==> config.mk <==
export PLATFORM = sky130hd
export DESIGN_NAME = length_prefixed_record_deframer_top
export DESIGN_NICKNAME = d
export VERILOG_FILES = /design/src/rtl/lprd_pkg.sv /design/src/rtl/lprd_core.sv /design/src/rtl/length_prefixed_record_deframer_top.sv
export VERILOG_INCLUDE_DIRS = /design/src /design/src/rtl
export SDC_FILE = /design/constraint.sdc
export NUM_CORES = 1
export LEC_CHECK = 0
export BUFFER_PORTS_ARGS = -buffer_cell sky130_fd_sc_hd__buf_2
export CORE_MARGIN = 2
export CORE_UTILIZATION = 55
export DETAILED_ROUTE_END_ITERATION = 12
export PLACE_DENSITY = 0.78
export SLEW_MARGIN = 0
export SYNTH_ARGS = -nofsm -noshare
export SYNTH_HDL_FRONTEND = slang
export SYNTH_HIERARCHICAL = 1
export SYNTH_SLANG_ARGS = --single-unit
==> constraint.sdc <==
create_clock -name i_clk -period 3.77 [get_ports i_clk]
set_input_delay 0.754 -clock i_clk [delete_from_list [all_inputs] [get_ports i_clk]]
set_output_delay 0.754 -clock i_clk [all_outputs]
set_load 0.005 [all_outputs]
==> src/rtl/length_prefixed_record_deframer_top_assert.svh <==
// Assertion macros for the length-prefixed record deframer.
// Included by lprd_core, which carries concurrent assertions; needs no package.
`ifndef LENGTH_PREFIXED_RECORD_DEFRAMER_TOP_ASSERT_SVH
`define LENGTH_PREFIXED_RECORD_DEFRAMER_TOP_ASSERT_SVH

`ifndef ASSERT_OFF
// Same-cycle implication, disabled while reset is asserted.
`define LPRD_ASSERT_IMP(label, clk, rst_n, ante, cons) \
    label: assert property (@(posedge clk) disable iff (!(rst_n)) (ante) |-> (cons)) \
        else $error("lprd assertion failed");
// Next-cycle implication, disabled while reset is asserted.
`define LPRD_ASSERT_NXT(label, clk, rst_n, ante, cons) \
    label: assert property (@(posedge clk) disable iff (!(rst_n)) (ante) |=> (cons)) \
        else $error("lprd assertion failed");
`else
`define LPRD_ASSERT_IMP(label, clk, rst_n, ante, cons)
`define LPRD_ASSERT_NXT(label, clk, rst_n, ante, cons)
`endif

`endif

==> src/rtl/lprd_pkg.sv <==
// Package for the length-prefixed record deframer: widths, character codes,
// phase and role encodings and the result struct. Depends on nothing.
`default_nettype none

package lprd_pkg;

    localparam int LEN_W             = 20;
    localparam int BYTE_W            = 8;
    localparam int ROLE_W            = 3;
    localparam int LENGTH_DIGITS_DEF = 10;
    localparam logic [LEN_W-1:0] MAX_LEN_RESET = {LEN_W{1'b1}};

    localparam logic [BYTE_W-1:0] CH_SPACE = 8'h20;
    localparam logic [BYTE_W-1:0] CH_LF    = 8'h0A;
    localparam logic [BYTE_W-1:0] CH_CR    = 8'h0D;
    localparam logic [BYTE_W-1:0] CH_ZERO  = 8'h30;
    localparam logic [BYTE_W-1:0] CH_NINE  = 8'h39;

    typedef enum logic [2:0] {
        PH_DIGITS   = 3'd0,
        PH_SPACE    = 3'd1,
        PH_PAYLOAD  = 3'd2,
        PH_AFTER    = 3'd3,
        PH_AFTER_CR = 3'd4,
        PH_DEAD     = 3'd5
    } t_phase;

    typedef enum logic [ROLE_W-1:0] {
        ROLE_DIGIT     = 3'd0,
        ROLE_SEP       = 3'd1,
        ROLE_PAYLOAD   = 3'd2,
        ROLE_LINE_END  = 3'd3,
        ROLE_BAD_DIGIT = 3'd4,
        ROLE_NO_SPACE  = 3'd5,
        ROLE_TOO_LONG  = 3'd6,
        ROLE_DROPPED   = 3'd7
    } t_role;

    typedef struct packed {
        t_role              role;
        logic [BYTE_W-1:0]  payload;
        logic [LEN_W-1:0]   length;
        logic               rec_end;
    } t_result;

endpackage

`default_nettype wire

==> src/rtl/lprd_core.sv <==
// Deframing state machine: holds the phase, digit count, length accumulator
// and payload counter, and forms the result for one byte. Uses lprd_pkg.
`default_nettype none
`include "length_prefixed_record_deframer_top_assert.svh"

module lprd_core #(
    parameter int LENGTH_DIGITS = lprd_pkg::LENGTH_DIGITS_DEF
) (
    input  wire logic                       i_clk,
    input  wire logic                       i_rst_n,
    input  wire logic                       i_fire,
    input  wire logic [lprd_pkg::BYTE_W-1:0] i_byte,
    input  wire logic [lprd_pkg::LEN_W-1:0]  i_max_len,
    output lprd_pkg::t_result               o_result
);
    import lprd_pkg::*;

    localparam int CNT_W = $clog2(LENGTH_DIGITS + 1);

    t_phase             r_phase, n_phase;
    logic [CNT_W-1:0]   r_cnt, n_cnt;
    logic [LEN_W-1:0]   r_acc, n_acc;
    logic               r_ovf, n_ovf;
    logic [LEN_W-1:0]   r_rem, n_rem;

    logic               restart;
    logic [CNT_W-1:0]   cnt_base;
    logic [CNT_W-1:0]   cnt_inc;
    logic [LEN_W-1:0]   acc_base;
    logic               ovf_base;
    logic               is_digit;
    logic [LEN_W+3:0]   acc_wide;
    logic [LEN_W+3:0]   acc_next;
    logic [LEN_W-1:0]   rem_dec;

    // A new length field starts from zero after a record or a CR.
    assign restart  = (r_phase == PH_AFTER) || (r_phase == PH_AFTER_CR);
    assign cnt_base = restart ? '0 : r_cnt;
    assign acc_base = restart ? '0 : r_acc;
    assign ovf_base = restart ? 1'b0 : r_ovf;
    assign cnt_inc  = cnt_base + CNT_W'(1);

    assign is_digit = (i_byte >= CH_ZERO) && (i_byte <= CH_NINE);
    assign acc_wide = {4'b0000, acc_base};
    // Times ten as eight plus two, then the digit value.
    assign acc_next = (acc_wide << 3) + (acc_wide << 1)
                    + {{(LEN_W-4){1'b0}}, i_byte - CH_ZERO};
    assign rem_dec  = (r_rem != '0) ? (r_rem - LEN_W'(1)) : r_rem;

    always_comb begin
        n_phase  = r_phase;
        n_cnt    = r_cnt;
        n_acc    = r_acc;
        n_ovf    = r_ovf;
        n_rem    = r_rem;
        o_result = '{role: ROLE_DROPPED, payload: '0, length: '0, rec_end: 1'b0};
        case (r_phase)
            PH_DIGITS, PH_AFTER, PH_AFTER_CR: begin
                if ((r_phase == PH_AFTER || r_phase == PH_AFTER_CR) && i_byte == CH_LF) begin
                    n_phase = PH_DIGITS;
                    n_cnt   = '0;
                    n_acc   = '0;
                    n_ovf   = 1'b0;
                    o_result.role = ROLE_LINE_END;
                end else if (r_phase == PH_AFTER && i_byte == CH_CR) begin
                    n_phase = PH_AFTER_CR;
                    o_result.role = ROLE_LINE_END;
                end else if (!is_digit) begin
                    n_phase = PH_DEAD;
                    n_cnt   = cnt_base;
                    n_acc   = acc_base;
                    n_ovf   = ovf_base;
                    o_result.role = ROLE_BAD_DIGIT;
                end else begin
                    n_cnt   = cnt_inc;
                    n_acc   = acc_next[LEN_W-1:0];
                    n_ovf   = ovf_base | (|acc_next[LEN_W+3:LEN_W]);
                    n_phase = (cnt_inc >= CNT_W'(LENGTH_DIGITS)) ? PH_SPACE : PH_DIGITS;
                    o_result.role = ROLE_DIGIT;
                end
            end
            PH_SPACE: begin
                if (i_byte != CH_SPACE) begin
                    n_phase = PH_DEAD;
                    o_result.role = ROLE_NO_SPACE;
                end else if (r_ovf || (r_acc > i_max_len)) begin
                    n_phase = PH_DEAD;
                    o_result.role = ROLE_TOO_LONG;
                end else if (r_acc == '0) begin
                    n_phase = PH_AFTER;
                    o_result.role    = ROLE_SEP;
                    o_result.rec_end = 1'b1;
                end else begin
                    n_rem   = r_acc;
                    n_phase = PH_PAYLOAD;
                    o_result.role   = ROLE_SEP;
                    o_result.length = r_acc;
                end
            end
            PH_PAYLOAD: begin
                n_rem = rem_dec;
                o_result.role    = ROLE_PAYLOAD;
                o_result.payload = i_byte;
                if (rem_dec == '0) begin
                    n_phase = PH_AFTER;
                    o_result.rec_end = 1'b1;
                end
            end
            default: begin
                n_phase = PH_DEAD;
            end
        endcase
    end

    always_ff @(posedge i_clk) begin
        if (!i_rst_n) begin
            r_phase <= PH_DIGITS;
            r_cnt   <= '0;
            r_acc   <= '0;
            r_ovf   <= 1'b0;
            r_rem   <= '0;
        end else if (i_fire) begin
            r_phase <= n_phase;
            r_cnt   <= n_cnt;
            r_acc   <= n_acc;
            r_ovf   <= n_ovf;
            r_rem   <= n_rem;
        end
    end

    // Once an error is flagged the stream is dead until reset.
    `LPRD_ASSERT_NXT(a_dead_sticks, i_clk, i_rst_n, r_phase == PH_DEAD, r_phase == PH_DEAD)
    // A record in progress always has at least one payload byte left.
    `LPRD_ASSERT_IMP(a_rem_nonzero, i_clk, i_rst_n, r_phase == PH_PAYLOAD, r_rem != '0)
    // The digit count never reaches the field width while digits are expected.
    `LPRD_ASSERT_IMP(a_cnt_bound, i_clk, i_rst_n, r_phase == PH_DIGITS,
                     r_cnt < CNT_W'(LENGTH_DIGITS))

endmodule

`default_nettype wire

==> src/rtl/length_prefixed_record_deframer_top.sv <==
// Channel       | Direction | Handshake                | Payload
// input bytes   | in        | i_in_valid / o_in_ready  | i_in_byte
// results       | out       | o_out_valid / i_out_ready| role, payload, length, end
// configuration | in        | i_cfg_valid / o_cfg_ready| i_cfg_max_record_length
//
// One byte can be accepted every cycle while intake is not held up by a waiting result.
// A byte is held in the byte register, and its result is offered from the result register.
// The byte register and the result register form a two-stage pipeline around the
// single-pass deframing logic in lprd_core, so a waiting result never stops intake
// while the input stage is empty; with both stages full, intake waits for the result.
// Reset is synchronous and active low; it clears the phase, counters and valid flags
// and sets the maximum length to all ones.
// Top level of the deframer; uses lprd_pkg and lprd_core.
`default_nettype none

module length_prefixed_record_deframer_top #(
    parameter int LENGTH_DIGITS = lprd_pkg::LENGTH_DIGITS_DEF
) (
    input  wire logic                        i_clk,
    input  wire logic                        i_rst_n,
    input  wire logic                        i_in_valid,
    output      logic                        o_in_ready,
    input  wire logic [lprd_pkg::BYTE_W-1:0] i_in_byte,
    output      logic                        o_out_valid,
    input  wire logic                        i_out_ready,
    output      logic [lprd_pkg::ROLE_W-1:0] o_byte_role,
    output      logic [lprd_pkg::BYTE_W-1:0] o_payload_byte,
    output      logic [lprd_pkg::LEN_W-1:0]  o_record_length,
    output      logic                        o_record_end,
    input  wire logic                        i_cfg_valid,
    output      logic                        o_cfg_ready,
    input  wire logic [lprd_pkg::LEN_W-1:0]  i_cfg_max_record_length
);
    import lprd_pkg::*;

    logic               r_in_valid;
    logic [BYTE_W-1:0]  r_in_byte;
    logic               r_out_valid;
    t_result            r_out;
    logic [LEN_W-1:0]   r_max_len;
    logic               proc;
    t_result            n_out;

    // The buffered byte is processed when the result register is free or draining.
    assign proc        = r_in_valid && (!r_out_valid || i_out_ready);
    assign o_in_ready  = !r_in_valid || proc;
    assign o_cfg_ready = 1'b1;

    lprd_core #(
        .LENGTH_DIGITS (LENGTH_DIGITS)
    ) u_core (
        .i_clk     (i_clk),
        .i_rst_n   (i_rst_n),
        .i_fire    (proc),
        .i_byte    (r_in_byte),
        .i_max_len (r_max_len),
        .o_result  (n_out)
    );

    always_ff @(posedge i_clk) begin
        if (!i_rst_n) begin
            r_in_valid  <= 1'b0;
            r_out_valid <= 1'b0;
            r_max_len   <= MAX_LEN_RESET;
        end else begin
            if (o_in_ready) begin
                r_in_valid <= i_in_valid;
            end
            if (proc) begin
                r_out_valid <= 1'b1;
            end else if (i_out_ready) begin
                r_out_valid <= 1'b0;
            end
            if (i_cfg_valid) begin
                r_max_len <= i_cfg_max_record_length;
            end
        end
    end

    always_ff @(posedge i_clk) begin
        if (i_in_valid && o_in_ready) begin
            r_in_byte <= i_in_byte;
        end
        if (proc) begin
            r_out <= n_out;
        end
    end

    assign o_out_valid     = r_out_valid;
    assign o_byte_role     = r_out.role;
    assign o_payload_byte  = r_out.payload;
    assign o_record_length = r_out.length;
    assign o_record_end    = r_out.rec_end;

endmodule

`default_nettype wire

==> flow_metrics.tcl <==
set metrics [dict create \
    grt_pass1_wl_mm 32.3 \
    avgSynthCellArea_um2 8.59 \
    p_per_area_nw_per_um2 317 \
    hold_path_class "reg -> reg" \
    dieWidth_um 119 \
    clk_pin_slew_worst_paths_ns 0.07 \
    status "finished clean" \
    crit_required_ns 4.02 \
    yosysSeqAreaShare_pct 35.6 \
    avgRoutedWirePerCell_um 18.5 \
    synth_top_area_share_pct 19.1 \
    routed_via_density 6.13 \
    dieArea_um2 14200 \
    whs_endpoint "r_max_len[12]" \
    synthArstFlopShare_pct 0 \
    maxSlewHeadroom_pct 21.5 \
    syn_nets 952 \
    worstSetupStartpointType "flip-flop" \
    peakVddDrop_v 0.000224 \
    yosys_warnings 6 \
    worst_ep_arrival_time_ns 3.78 \
    num_antenna_cells 0 \
    holdWs_ns 0.479 \
    ios 68 \
    holdPathStages 2 \
    wirelength_mm 20.4 \
    synthMostInstantiatedCell "nand2_1" \
    synth_cell_type_count 72 \
    synth_area_leaders "dfxtp_1, edfxtp_1, ha_1, a21oi_1, nand2_1" \
    worst_pin_slew_ns 1.17 \
    dp.cells 1086 \
    drt_iter0_drc 701 \
    num_vias 6750 \
    crit_type "reg -> reg" \
    fin_area_um2 8250 \
    drive_above_1_share_pct 15.1 \
    skew_ns 0.00736 \
    synth_flop_cell "dfxtp_1" \
    finalCritPeriodShare_pct 93.7 \
    r2r_slack_ns 0.24 \
    dr.pass1.iters 5 \
    met2_length_mm 9.19 \
    start_util_pct 55.7 \
    dp_hpwl_mm 15.2 \
    cap_violations 0 \
    placed_area_um2 7960 \
    min_period_ns 3.53 \
    synth_edf_count 40 \
    power.leakage_nw 3.76 \
    area_growth_pct 12.8 \
    synth_top_cells_by_count "nand2_1, dfxtp_1, nor2_1, a21oi_1, ha_1" \
    cts_tree "built" \
    syn-cell-area_um2 7320 \
    drc 0 \
    nets 1021 \
    antenna_found_initial 0 \
    fp.dieH_um 119 \
    cts_buffers 9 \
    setup_violations 0 \
    drv_slew 0 \
    yosysTopAreaCell "dfxtp_1" \
    route.met3.wl_mm 1.45 \
    core_area_um2 13100 \
    worstReg2RegStart "u_core/r_phase[0]" \
    clock_sinks 110 \
    post_cts_buffers 0 \
    top_layer "met4" \
    syn_inst 852 \
    root_buffer "clkbuf_16" \
    hp-start "r_max_len[12]" \
    grt.overflow.total 0 \
    rr_worst_depth 15 \
    gr-usage-all-layers_pct 28.8 \
    row_count 42 \
    path_max_fanout 8 \
    clkLatencyLatePin_ns 0.36 \
    layout.cells.non_filler 1102 \
    grt_pass1_vias 6416 \
    endpoint_kind "flip-flop" \
    cts_buffer_depth 2 \
    cts_max_level 3 \
    m1WireLength_mm 8.87 \
    r2r_end "u_core/r_acc[16]" \
    synth-seq-cells 110 \
    io_buffers 66 \
    finalWeightedCongestion 0.971 \
    hold_viol 0 \
    timing.fmax_ghz 0.283 \
    grt_max_degree 40 \
    ant_nets 0 \
]
worst max-delay path, cell delays in order, from the launching register on:
cell      delay [ns]
dfxtp_2         0.36
nor2_1          0.26
a21oi_4         0.13
buf_4           0.18
and2_1          0.17
ha_1            0.19
ha_1            0.22
fa_1            0.44
a211oi_2        0.24
nor2_1          0.13
o22a_1          0.24
a211oi_1        0.35
o21bai_1        0.10
a21oi_1         0.19
xor2_1          0.15
o21ai_0         0.08
cell families after synthesis:
family / count (synthesis) / share of synthesized area [%]
multiplexers: 21 / 2.87
XOR/XNOR: 31 / 3.71
adder cells (fa/ha/maj): 67 / 11.9
other: 1 / 0.0512
flip-flops: 110 / 35.6
AND/OR/NAND/NOR: 317 / 21.9
AO/OA/AOI/OAI: 218 / 19.1
buffers and inverters: 87 / 4.94
worst max-delay path by stage:
stage | from | to | slack [ns] | cells after the start
2_1_floorplan | u_core/r_phase[1] | u_core/r_ovf | 0.06 | 17
3_3_place_gp | u_core/r_phase[0] | u_core/r_ovf | 0.19 | 15
3_5_place_dp | u_core/r_phase[0] | u_core/r_ovf | 0.07 | 16
4_1_cts | u_core/r_phase[0] | u_core/r_acc[16] | 0.02 | 15
5_1_grt | u_core/r_phase[0] | u_core/r_ovf | -0.004 | 15
6_report | u_core/r_phase[0] | u_core/r_acc[16] | 0.24 | 15
final cells by class:
| class | instances | area [um^2] |
|---|---|---|
| clock inverters | 6 | 43.8 |
| fillers | 1129 | 4880 |
| clock buffers | 10 | 229 |
| flip-flops and latches | 110 | 2600 |
| inverters | 44 | 165 |
| repair buffers | 101 | 593 |
| multi-input cells | 655 | 4400 |
| well taps | 176 | 220 |
timing repair:
action                                  CTS  global route
gates resized for setup                   1             6
cloned                                    0             0
hold buffers                              0             0
endpoints found under the setup margin    1             6
sequential cells by signal, indices dropped and copies added, names as in the netlist:
name             flops
u_core/r_phase       3
o_payload_byte       8
o_out_valid          1
o_record_end         1
u_core/r_cnt         4
u_core/r_rem        20
o_record_length     20
r_in_valid           1
r_max_len           20
u_core/r_ovf         1
r_in_byte            8
u_core/r_acc        20
o_byte_role          3
metal layers:
| layer | GRT usage [%] | vias to the layer above |
|---|---|---|
| met1 | 37.6 | 3149 |
| li1 | - | 3232 |
| met5 | 0 | - |
| met3 | 6.23 | 55 |
| met2 | 45.7 | 314 |
| met4 | 13.2 | 0 |
power by group:
| part | total [mW] | internal [mW] | switching, mW |
|---|---|---|---|
| combinational | 0.404 | 0.159 | 0.245 |
| clock | 0.915 | 0.454 | 0.461 |
| sequential | 1.30 | 1.27 | 0.0294 |
| total | 2.62 | 1.88 | 0.736 |
cells in the final DEF, fill, tap and decap left out, types with 8 or more instances in the layout:
cell type | Yosys | routed
nand2_1 | 80 | 80
dfxtp_1 | 70 | 69
buf_2 | 7 | 66
nor2_1 | 65 | 64
ha_1 | 63 | 63
a21oi_1 | 63 | 62
o21ai_0 | 51 | 49
and2_1 | 47 | 46
inv_1 | 43 | 43
edfxtp_1 | 40 | 40
buf_4 | 1 | 35
nand3_1 | 26 | 26
nor3_1 | 26 | 25
mux2i_1 | 21 | 21
nor4_1 | 19 | 18
xnor2_1 | 16 | 16
xor2_1 | 15 | 15
a211oi_1 | 14 | 13
nand4_1 | 11 | 11
a22oi_1 | 11 | 11
nor2b_1 | 10 | 9
clkbuf_16 | 0 | 9
a31oi_1 | 9 | 9
o21a_1 | 8 | 8
a21o_1 | 8 | 8
through the flow:
| step | worst slack, ns | TNS (ns) | power (mW) | utilization (%) |
|---|---|---|---|---|
| after floorplan | 0.0572 | 0 | 1.59 | - |
| after global placement | 0.192 | 0 | 1.71 | 60.6 |
| after detailed placement | 0.0742 | 0 | 1.72 | 60.6 |
| after CTS | 0.0232 | 0 | 2.62 | 62.6 |
| after global routing | -0.00421 | -0.00421 | 2.72 | 62.8 |
| final | 0.237 | 0 | 2.62 | 62.8 |
Power figures use the tool's default switching activity.
